===== src/tle_pkg.sv =====
// Shared types and character codes for the terminal line editor.
`timescale 1ns / 1ps

package tle_pkg;

  localparam int CNT_W      = 6;
  localparam int OUT_DATA_W = 24;

  localparam logic [7:0] CHR_BEL    = 8'h07;
  localparam logic [7:0] CHR_BS     = 8'h08;
  localparam logic [7:0] CHR_LF     = 8'h0A;
  localparam logic [7:0] CHR_CR     = 8'h0D;
  localparam logic [7:0] CHR_ESC    = 8'h1B;
  localparam logic [7:0] CHR_SPACE  = 8'h20;
  localparam logic [7:0] CHR_BSLASH = 8'h5C;

  typedef logic [1:0] chan_t;
  localparam chan_t CH_ECHO = 2'd0;
  localparam chan_t CH_LINE = 2'd1;
  localparam chan_t CH_END  = 2'd2;

  typedef enum logic [2:0] {
    CMD_ESC    = 3'd0,
    CMD_RUBOUT = 3'd1,
    CMD_BELL   = 3'd2,
    CMD_CHAR   = 3'd3,
    CMD_LINE   = 3'd4
  } cmd_kind_t;

  typedef struct packed {
    cmd_kind_t        kind;
    logic [7:0]       data;
    logic             emit;
    logic             ovf;
    logic [CNT_W-1:0] len;
  } cmd_t;

  typedef struct packed {
    logic             en;
    logic [CNT_W-1:0] addr;
    logic [7:0]       data;
  } store_wr_t;

  typedef struct packed {
    chan_t            channel;
    logic [7:0]       char_value;
    logic [CNT_W-1:0] line_length;
    logic             by_overflow;
    logic             last;
  } result_t;

endpackage


===== src/tle_front.sv =====
// Front end: accept received bytes, track the fill count, queue commands.
`timescale 1ns / 1ps

module tle_front #(
  parameter int LINE_CAPACITY = 32
) (
  input  logic                clk,
  input  logic                rst_n,
  input  logic                in_valid,
  output logic                in_ready,
  input  logic [7:0]          in_byte,
  input  logic                q_full,
  output logic                q_push,
  output tle_pkg::cmd_t       q_cmd,
  output tle_pkg::store_wr_t  st_wr,
  input  logic                line_done
);
  import tle_pkg::*;

  localparam logic [CNT_W-1:0] FULL_COUNT = CNT_W'(LINE_CAPACITY - 1);

  logic [CNT_W-1:0] fill_r, fill_nxt;
  logic [CNT_W-1:0] fill_inc;
  logic             busy_r, busy_nxt;
  logic             accept;

  // hold input while a completed line is still being sent out or the queue is full
  assign in_ready = !busy_r && !q_full;
  assign accept   = in_valid && in_ready;
  assign fill_inc = fill_r + 1'b1;

  always_comb begin
    fill_nxt   = fill_r;
    busy_nxt   = busy_r && !line_done;
    q_push     = 1'b0;
    q_cmd      = '{kind: CMD_CHAR, data: in_byte, emit: 1'b0, ovf: 1'b0, len: '0};
    st_wr      = '{en: 1'b0, addr: fill_r, data: in_byte};
    if (accept) begin
      unique case (in_byte)
        CHR_ESC: begin
          q_push     = 1'b1;
          q_cmd.kind = CMD_ESC;
          fill_nxt   = '0;
        end
        CHR_LF: begin
          q_push = 1'b0;
        end
        CHR_BS: begin
          q_push = 1'b1;
          if (fill_r != '0) begin
            q_cmd.kind = CMD_RUBOUT;
            fill_nxt   = fill_r - 1'b1;
          end else begin
            q_cmd.kind = CMD_BELL;
          end
        end
        CHR_CR: begin
          q_push     = 1'b1;
          q_cmd.kind = CMD_LINE;
          q_cmd.emit = 1'b1;
          q_cmd.len  = fill_r;
          fill_nxt   = '0;
          busy_nxt   = 1'b1;
        end
        default: begin
          st_wr.en   = 1'b1;
          q_push     = 1'b1;
          q_cmd.kind = CMD_CHAR;
          if (fill_inc == FULL_COUNT) begin
            q_cmd.emit = 1'b1;
            q_cmd.ovf  = 1'b1;
            q_cmd.len  = fill_inc;
            fill_nxt   = '0;
            busy_nxt   = 1'b1;
          end else begin
            fill_nxt = fill_inc;
          end
        end
      endcase
    end
  end

  always_ff @(posedge clk) begin
    if (!rst_n) begin
      fill_r <= '0;
      busy_r <= 1'b0;
    end else begin
      fill_r <= fill_nxt;
      busy_r <= busy_nxt;
    end
  end

endmodule


===== src/tle_cmd_fifo.sv =====
// Two-entry command queue between the front and back ends.
`timescale 1ns / 1ps

module tle_cmd_fifo (
  input  logic          clk,
  input  logic          rst_n,
  input  logic          push,
  input  tle_pkg::cmd_t din,
  output logic          full,
  input  logic          pop,
  output tle_pkg::cmd_t dout,
  output logic          empty
);
  import tle_pkg::*;

  cmd_t       slot_r [2];
  logic       wr_ptr_r, rd_ptr_r;
  logic [1:0] count_r, count_nxt;

  assign full  = (count_r == 2'd2);
  assign empty = (count_r == 2'd0);
  assign dout  = slot_r[rd_ptr_r];

  always_comb begin
    count_nxt = count_r;
    if (push && !pop)      count_nxt = count_r + 1'b1;
    else if (pop && !push) count_nxt = count_r - 1'b1;
  end

  always_ff @(posedge clk) begin
    if (push) slot_r[wr_ptr_r] <= din;
  end

  always_ff @(posedge clk) begin
    if (!rst_n) begin
      wr_ptr_r <= 1'b0;
      rd_ptr_r <= 1'b0;
      count_r  <= 2'd0;
    end else begin
      if (push) wr_ptr_r <= !wr_ptr_r;
      if (pop)  rd_ptr_r <= !rd_ptr_r;
      count_r <= count_nxt;
    end
  end

endmodule


===== src/tle_back.sv =====
// Back end: line store and result sequencer with an output register.
`timescale 1ns / 1ps

module tle_back #(
  parameter int LINE_CAPACITY = 32
) (
  input  logic               clk,
  input  logic               rst_n,
  input  logic               q_empty,
  output logic               q_pop,
  input  tle_pkg::cmd_t      q_cmd,
  input  tle_pkg::store_wr_t st_wr,
  output tle_pkg::result_t   res,
  output logic               res_valid,
  input  logic               res_ready,
  output logic               line_done
);
  import tle_pkg::*;

  localparam int AW = $clog2(LINE_CAPACITY);

  typedef enum logic [3:0] {
    S_IDLE = 4'b0001,
    S_ECHO = 4'b0010,
    S_LINE = 4'b0100,
    S_END  = 4'b1000
  } state_t;

  state_t           state_r, state_nxt;
  cmd_t             cmd_r, cmd_nxt;
  logic [1:0]       step_r, step_nxt;
  logic [1:0]       last_step;
  logic [CNT_W-1:0] idx_r, idx_nxt;
  result_t          out_r, out_nxt;
  logic             out_valid_r, out_valid_nxt;
  logic             advance;
  logic [7:0]       rd_data_r;
  logic [7:0]       line_store [LINE_CAPACITY];

  function automatic logic [7:0] echo_char(cmd_kind_t k, logic [7:0] d, logic [1:0] s);
    logic [7:0] c;
    case (k) inside
      CMD_ESC:    c = (s == 2'd0) ? CHR_BSLASH : ((s == 2'd1) ? CHR_CR : CHR_LF);
      CMD_RUBOUT: c = (s == 2'd1) ? CHR_SPACE : CHR_BS;
      CMD_BELL:   c = CHR_BEL;
      default:    c = d;
    endcase
    return c;
  endfunction

  always_comb begin
    case (cmd_r.kind) inside
      CMD_ESC, CMD_RUBOUT: last_step = 2'd2;
      default:             last_step = 2'd0;
    endcase
  end

  assign advance   = !out_valid_r || res_ready;
  assign res       = out_r;
  assign res_valid = out_valid_r;

  always_comb begin
    state_nxt     = state_r;
    cmd_nxt       = cmd_r;
    step_nxt      = step_r;
    idx_nxt       = idx_r;
    out_nxt       = out_r;
    out_valid_nxt = out_valid_r && !res_ready;
    q_pop         = 1'b0;
    line_done     = 1'b0;
    unique case (state_r)
      S_IDLE: begin
        if (!q_empty) begin
          q_pop    = 1'b1;
          cmd_nxt  = q_cmd;
          step_nxt = 2'd0;
          idx_nxt  = '0;
          if (q_cmd.kind == CMD_LINE) state_nxt = (q_cmd.len == '0) ? S_END : S_LINE;
          else                        state_nxt = S_ECHO;
        end
      end
      S_ECHO: begin
        if (advance) begin
          out_valid_nxt = 1'b1;
          out_nxt = '{channel: CH_ECHO,
                      char_value: echo_char(cmd_r.kind, cmd_r.data, step_r),
                      line_length: '0, by_overflow: 1'b0,
                      last: !cmd_r.emit && (step_r == last_step)};
          if (step_r == last_step) state_nxt = cmd_r.emit ? S_LINE : S_IDLE;
          else                     step_nxt  = step_r + 1'b1;
        end
      end
      S_LINE: begin
        if (advance) begin
          out_valid_nxt = 1'b1;
          out_nxt = '{channel: CH_LINE, char_value: rd_data_r,
                      line_length: '0, by_overflow: 1'b0, last: 1'b0};
          idx_nxt = idx_r + 1'b1;
          if (idx_nxt == cmd_r.len) state_nxt = S_END;
        end
      end
      S_END: begin
        if (advance) begin
          out_valid_nxt = 1'b1;
          out_nxt = '{channel: CH_END, char_value: 8'd0,
                      line_length: cmd_r.len, by_overflow: cmd_r.ovf, last: 1'b1};
          line_done = 1'b1;
          state_nxt = S_IDLE;
        end
      end
      default: state_nxt = S_IDLE;
    endcase
  end

  // read ahead at the next index so the character is ready when it is sent
  always_ff @(posedge clk) begin
    if (st_wr.en) line_store[st_wr.addr[AW-1:0]] <= st_wr.data;
    rd_data_r <= line_store[idx_nxt[AW-1:0]];
  end

  always_ff @(posedge clk) begin
    cmd_r  <= cmd_nxt;
    step_r <= step_nxt;
    idx_r  <= idx_nxt;
    out_r  <= out_nxt;
  end

  always_ff @(posedge clk) begin
    if (!rst_n) begin
      state_r     <= S_IDLE;
      out_valid_r <= 1'b0;
    end else begin
      state_r     <= state_nxt;
      out_valid_r <= out_valid_nxt;
    end
  end

endmodule


===== src/terminal_line_editor_core.sv =====
// Top level of the terminal line editor: front end, command queue, back end.
// Each byte's command passes the queue and the sequencer to the output register.
// Throughput: the back end takes a command when idle, then sends one result word per
//   cycle unless stalled (0, 1 or 3 echoes, N line characters, one end marker); up to
//   two echo-only bytes queue ahead, input holds while a completed line goes out.
// Reset: clears the fill count, queue, sequencer and output valid; the line store
//   is not cleared.
`timescale 1ns / 1ps

module terminal_line_editor_core #(
  parameter int LINE_CAPACITY = 32
) (
  input  logic                           clk,
  input  logic                           rst_n,
  input  logic                           in_tvalid,
  output logic                           in_tready,
  input  logic [7:0]                     in_tdata,   // [7:0] rx_byte
  output logic                           out_tvalid,
  input  logic                           out_tready,
  // [1:0] channel, [9:2] char_value, [15:10] line_length, [16] by_overflow, rest zero
  output logic [tle_pkg::OUT_DATA_W-1:0] out_tdata,
  output logic                           out_tlast
);
  import tle_pkg::*;

  logic      q_full, q_empty, q_push, q_pop, line_done;
  cmd_t      q_din, q_dout;
  store_wr_t st_wr;
  result_t   res;

  // classify each byte, update the fill count, write the store
  tle_front #(.LINE_CAPACITY(LINE_CAPACITY)) u_front (
    .clk       (clk),
    .rst_n     (rst_n),
    .in_valid  (in_tvalid),
    .in_ready  (in_tready),
    .in_byte   (in_tdata),
    .q_full    (q_full),
    .q_push    (q_push),
    .q_cmd     (q_din),
    .st_wr     (st_wr),
    .line_done (line_done)
  );

  // decouple classification from result generation
  tle_cmd_fifo u_fifo (
    .clk   (clk),
    .rst_n (rst_n),
    .push  (q_push),
    .din   (q_din),
    .full  (q_full),
    .pop   (q_pop),
    .dout  (q_dout),
    .empty (q_empty)
  );

  // sequence echo characters, line characters and the end marker
  tle_back #(.LINE_CAPACITY(LINE_CAPACITY)) u_back (
    .clk       (clk),
    .rst_n     (rst_n),
    .q_empty   (q_empty),
    .q_pop     (q_pop),
    .q_cmd     (q_dout),
    .st_wr     (st_wr),
    .res       (res),
    .res_valid (out_tvalid),
    .res_ready (out_tready),
    .line_done (line_done)
  );

  // pack the result word, first field lowest
  assign out_tdata = OUT_DATA_W'({res.by_overflow, res.line_length, res.char_value,
                                  res.channel});
  assign out_tlast = res.last;

endmodule


===== config.mk =====
export PLATFORM = sky130hd
export DESIGN_NAME = terminal_line_editor_core
export DESIGN_NICKNAME = d
export VERILOG_FILES = /design/src/tle_pkg.sv /design/src/tle_front.sv /design/src/tle_cmd_fifo.sv /design/src/tle_back.sv /design/src/terminal_line_editor_core.sv
export SDC_FILE = /design/constraint.sdc
export NUM_CORES = 1
export LEC_CHECK = 0
export ABC_AREA = 0
export ABC_CLOCK_PERIOD_IN_PS = 3100
export BUFFER_PORTS_ARGS = -buffer_cell sky130_fd_sc_hd__buf_2
export CAP_MARGIN = 0
export CORE_ASPECT_RATIO = 0.9
export CORE_MARGIN = 10
export CORE_UTILIZATION = 50
export CTS_BUF_LIST = sky130_fd_sc_hd__clkbuf_4 sky130_fd_sc_hd__clkbuf_8
export DETAILED_ROUTE_END_ITERATION = 7
export GPL_TIMING_DRIVEN = 1
export PLACE_DENSITY_LB_ADDON = 0.05
export SYNTH_ARGS = -nofsm -noshare
export SYNTH_HDL_FRONTEND = slang
export SYNTH_SLANG_ARGS = --single-unit

===== constraint.sdc =====
create_clock -name clk -period 3.1 [get_ports clk]
set_input_delay 0.31 -clock clk [delete_from_list [all_inputs] [get_ports clk]]
set_output_delay 0.31 -clock clk [all_outputs]
set_load 0.02 [all_outputs]

==> impl_metrics.env <==
export IMPL_r2r_start="u_back.state_r[3]"
export IMPL_synth_seq_cells=364
export IMPL_grt_ovfl_total=0
export IMPL_hold_path_class="primary input to flip-flop"
export IMPL_power_leakage_nw=6.74
export IMPL_synthSimpleGateAreaFrac_pct=8.90
export IMPL_htree_levels=2
export IMPL_ctsRootBufferMaster="clkbuf_8"
export IMPL_io_buffers=31
export IMPL_finalSetupViolCount=0
export IMPL_yosysSeqAreaShare_pct=70.0
export IMPL_hold_viol=0
export IMPL_startpoint_type="flip-flop"
export IMPL_coreArea_mm2=0.0300
export IMPL_skew_ps=15.6
export IMPL_ant_nets=0
export IMPL_critPathSlowestCell="or4b_4"
export IMPL_fill_cells=2407
export IMPL_grt_pass1_wl_um=56400
export IMPL_drt_pass1_iter_count=5
export IMPL_post_route_util_pct=58.3
export IMPL_synth_async_sr_flop_share_pct=0
export IMPL_synth_top_area_share_pct=66.1
export IMPL_finalInstanceArea_mm2=0.0175
export IMPL_grt_start_max_net_pins=50
export IMPL_clk_path_buf_depth=3
export IMPL_syn_to_final_growth_pct=15.0
export IMPL_first_global_vias=8896
export IMPL_yosys_most_used_dff="edfxtp_1"
export IMPL_synth_top_cell_by_area="edfxtp_1"
export IMPL_wl_per_cell_um=23.2
export IMPL_post_place_cells=1525
export IMPL_min_path_cells=1
export IMPL_ioPinCount=39
export IMPL_final_nets=1207
export IMPL_tightestPinTransition_ps=806
export IMPL_maxSlewHeadroom_pct=46.3
export IMPL_final_layout_size_suffix_gt1_share_pct=20.6
export IMPL_worstSkewPairLatency_ps=590
export IMPL_hold_path_endpoint="u_fifo.slot_r[0][8]"
export IMPL_hp_start="in_tdata[0]"
export IMPL_placed_area_mm2=0.0163
export IMPL_critPathKind="flip-flop to flip-flop"
export IMPL_avgViaCountPerCell=5.68
export IMPL_path_cells="or4b_4, o21ai_1, a21o_4, buf_12, mux2i_1, a221oi_1, a311oi_1, nor4_1"
export IMPL_die_y_um=185
export IMPL_rr_endpoint="u_back.rd_data_r[0]"
export IMPL_final_cell_mix="334 x edfxtp_1, 115 x nand2_1, 114 x mux2i_1, 92 x buf_4, 63 x clkbuf_8"
export IMPL_postSynthCellCount=1050
export IMPL_reg2reg_depth=8
export IMPL_report_final_slew_viol_count=0
export IMPL_dieArea_mm2=0.0377
export IMPL_antenna_found_initial=0
export IMPL_synth_avg_cell_area_um2=14.5
export IMPL_rrSetupSlack_ps=90
export IMPL_status="completed"
export IMPL_vias=9275
export IMPL_irDropWorstVdd_v=0.000620
export IMPL_power_density_mw_per_mm2=788
export IMPL_fmax_ghz=0.332
export IMPL_layout_commonest_cell="edfxtp_1"
export IMPL_fin_setup_tns_ps=0
export IMPL_wl_um=37900
export IMPL_fin_crit_sh_pct=97.0
export IMPL_crit_required_ps=3550
export IMPL_yosys_warnings=0
export IMPL_instances_no_fill=1634
export IMPL_die_x_um=204
export IMPL_period_minus_slack_ps=3010
export IMPL_synth_top_family_by_area="multiplexers"
export IMPL_synth_edf_count=334
export IMPL_synth_area_mm2=0.0152
export IMPL_cp_max_fo=49
export IMPL_synth_area_leaders="edfxtp_1 66%, mux2i_1 7.5%, dfxtp_1 4.0%"
export IMPL_slowest_delay_ps=590
export IMPL_cts_tree="done"
export IMPL_cts_buffers=58
export IMPL_endpoint_kind="flip-flop"
export IMPL_antenna_cells=0
export IMPL_track_usage_pct=19.9
export IMPL_hold_ws_ps=62.7
export IMPL_hpwl_um=24900
export IMPL_drc=0
export IMPL_synth_compound_area_share_pct=7.52
export IMPL_initial_core_util_pct=50.7
export IMPL_gp_congestion=0.890
export IMPL_grt_setup_unrepaired="false"
export IMPL_synth_mux_area_share_pct=9.00
export IMPL_path_clk_slew_ps=60
export IMPL_rows=60
export IMPL_cts_sinks=364
export IMPL_yosysUniqueCellTypes=70
export IMPL_synthAdderAreaFrac_pct=0.742
export IMPL_drtIter0Drc=756
export IMPL_synthXorXnorAreaFrac_pct=1.04
export IMPL_worstPathArrival_ps=3450
export IMPL_drv_cap=0
-- registers in the layout (all words and copies together), names as in the netlist, named ones only --
| name | flops |
|---|---|
| u_back.state_r | 4 |
| u_back.idx_r | 6 |
| u_back.step_r | 2 |
| u_fifo.count_r | 2 |
| u_fifo.wr_ptr_r | 1 |
| u_back.cmd_r | 19 |
| u_fifo.slot_r | 38 |
| u_back.rd_data_r | 8 |
| u_back.res_valid | 1 |
| u_fifo.rd_ptr_r | 1 |
| u_front.busy_r | 1 |
| u_back.res | 18 |
| u_front.fill_r | 6 |
| u_back.line_store | 256 |
-- through the flow --
stage	total power, mW	setup slack, ps
finish	13.8	91.5
global route	14.4	1.60
CTS	13.8	61.7
detailed placement	9.80	-39.5
global placement	9.79	53.1
floorplan	8.74	308
-- synth_stat cells, drive strengths merged, types with 6 or more instances --
library cell / number
a211oi: 7
a21boi: 6
a21oi: 47
a221oi: 12
a22oi: 6
a311oi: 7
and2: 20
buf: 40
clkbuf: 20
dfxtp: 30
edfxtp: 334
ha: 9
inv: 14
mux2: 20
mux2i: 114
nand2: 115
nand3: 30
nor2: 52
nor2b: 8
nor3: 11
nor4: 10
o2111ai: 8
o21ai: 17
o22ai: 15
o32ai: 8
or2: 6
or3: 7
xnor2: 9
xor2: 9
-- logic make-up after synthesis --
logic type      Yosys count
flops                   364
simple gates            284
compound gates          165
mux                     134
buf+inv                  75
xor+xnor                 18
fa+ha+maj                 9
other cells               1
-- power breakdown --
group          total [mW]  leakage [nW]  internal (mW)  switching, mW
sequential           6.07          3.27           5.84          0.228
combinational        3.72          2.87           1.45           2.27
clock                3.97         0.597           2.16           1.81
total                13.8          6.74           9.45           4.30
-- worst max-delay path, delay by kind of cell (launching register included) --
| family | cells | cell delay [ps] |
|---|---|---|
| multiplexers | 1 | 220 |
| buffers and inverters | 1 | 300 |
| AO/OA/AOI/OAI | 4 | 1270 |
| AND/OR/NAND/NOR | 2 | 700 |
| flip-flops | 1 | 360 |
-- final cells by class --
| class | instances | area (um^2) | share of cell area, % |
|---|---|---|---|
| Clock inverter | 23 | 121 | 0.695 |
| Tap cell | 403 | 504 | 2.89 |
| Clock buffer | 82 | 1010 | 5.78 |
| Sequential cell | 364 | 10600 | 60.9 |
| Multi-Input combinational cell | 618 | 4190 | 24.0 |
| Timing Repair Buffer | 129 | 947 | 5.42 |
| Inverter | 15 | 61.3 | 0.351 |
-- per-layer routing --
layer | wire [um] | part of all wire, % | GRT usage [%] | up-vias
li1 | - | - | - | 4281
met1 | 18000 | 48 | 29.4 | 4677
met2 | 16900 | 44 | 29.8 | 268
met3 | 2470 | 6.5 | 3.79 | 49
met4 | 548 | 1.4 | 4.38 | 0
met5 | 0 | 0 | 0 | -
-- how the worst max path moves through the flow --
stage | startpoint | endpoint | slack, ps | cells past startpoint
after CTS | u_back.state_r[3] | u_back.rd_data_r[1] | 60 | 8
after detailed placement | u_back.state_r[3] | u_back.rd_data_r[1] | -40 | 9
after floorplan | u_fifo.count_r[0] | u_fifo.slot_r[0][0] | 310 | 5
final | u_back.state_r[3] | u_back.rd_data_r[0] | 90 | 8
after global routing | u_back.state_r[3] | u_back.rd_data_r[1] | 2 | 9
after global placement | u_back.state_r[3] | u_back.rd_data_r[1] | 50 | 9
-- timing repair --
item / 4_1_cts / 5_1_grt
hold buffers: 1 / 0
endpoints found under the setup margin: 2 / 6
gates resized for setup: 1 / 3
cloned: 0 / 1
pin swaps: 0 / 0
endpoints found under the hold margin: 1 / 0
setup buffers: 0 / 2
No activity file was read; power rests on OpenSTA's default activity.
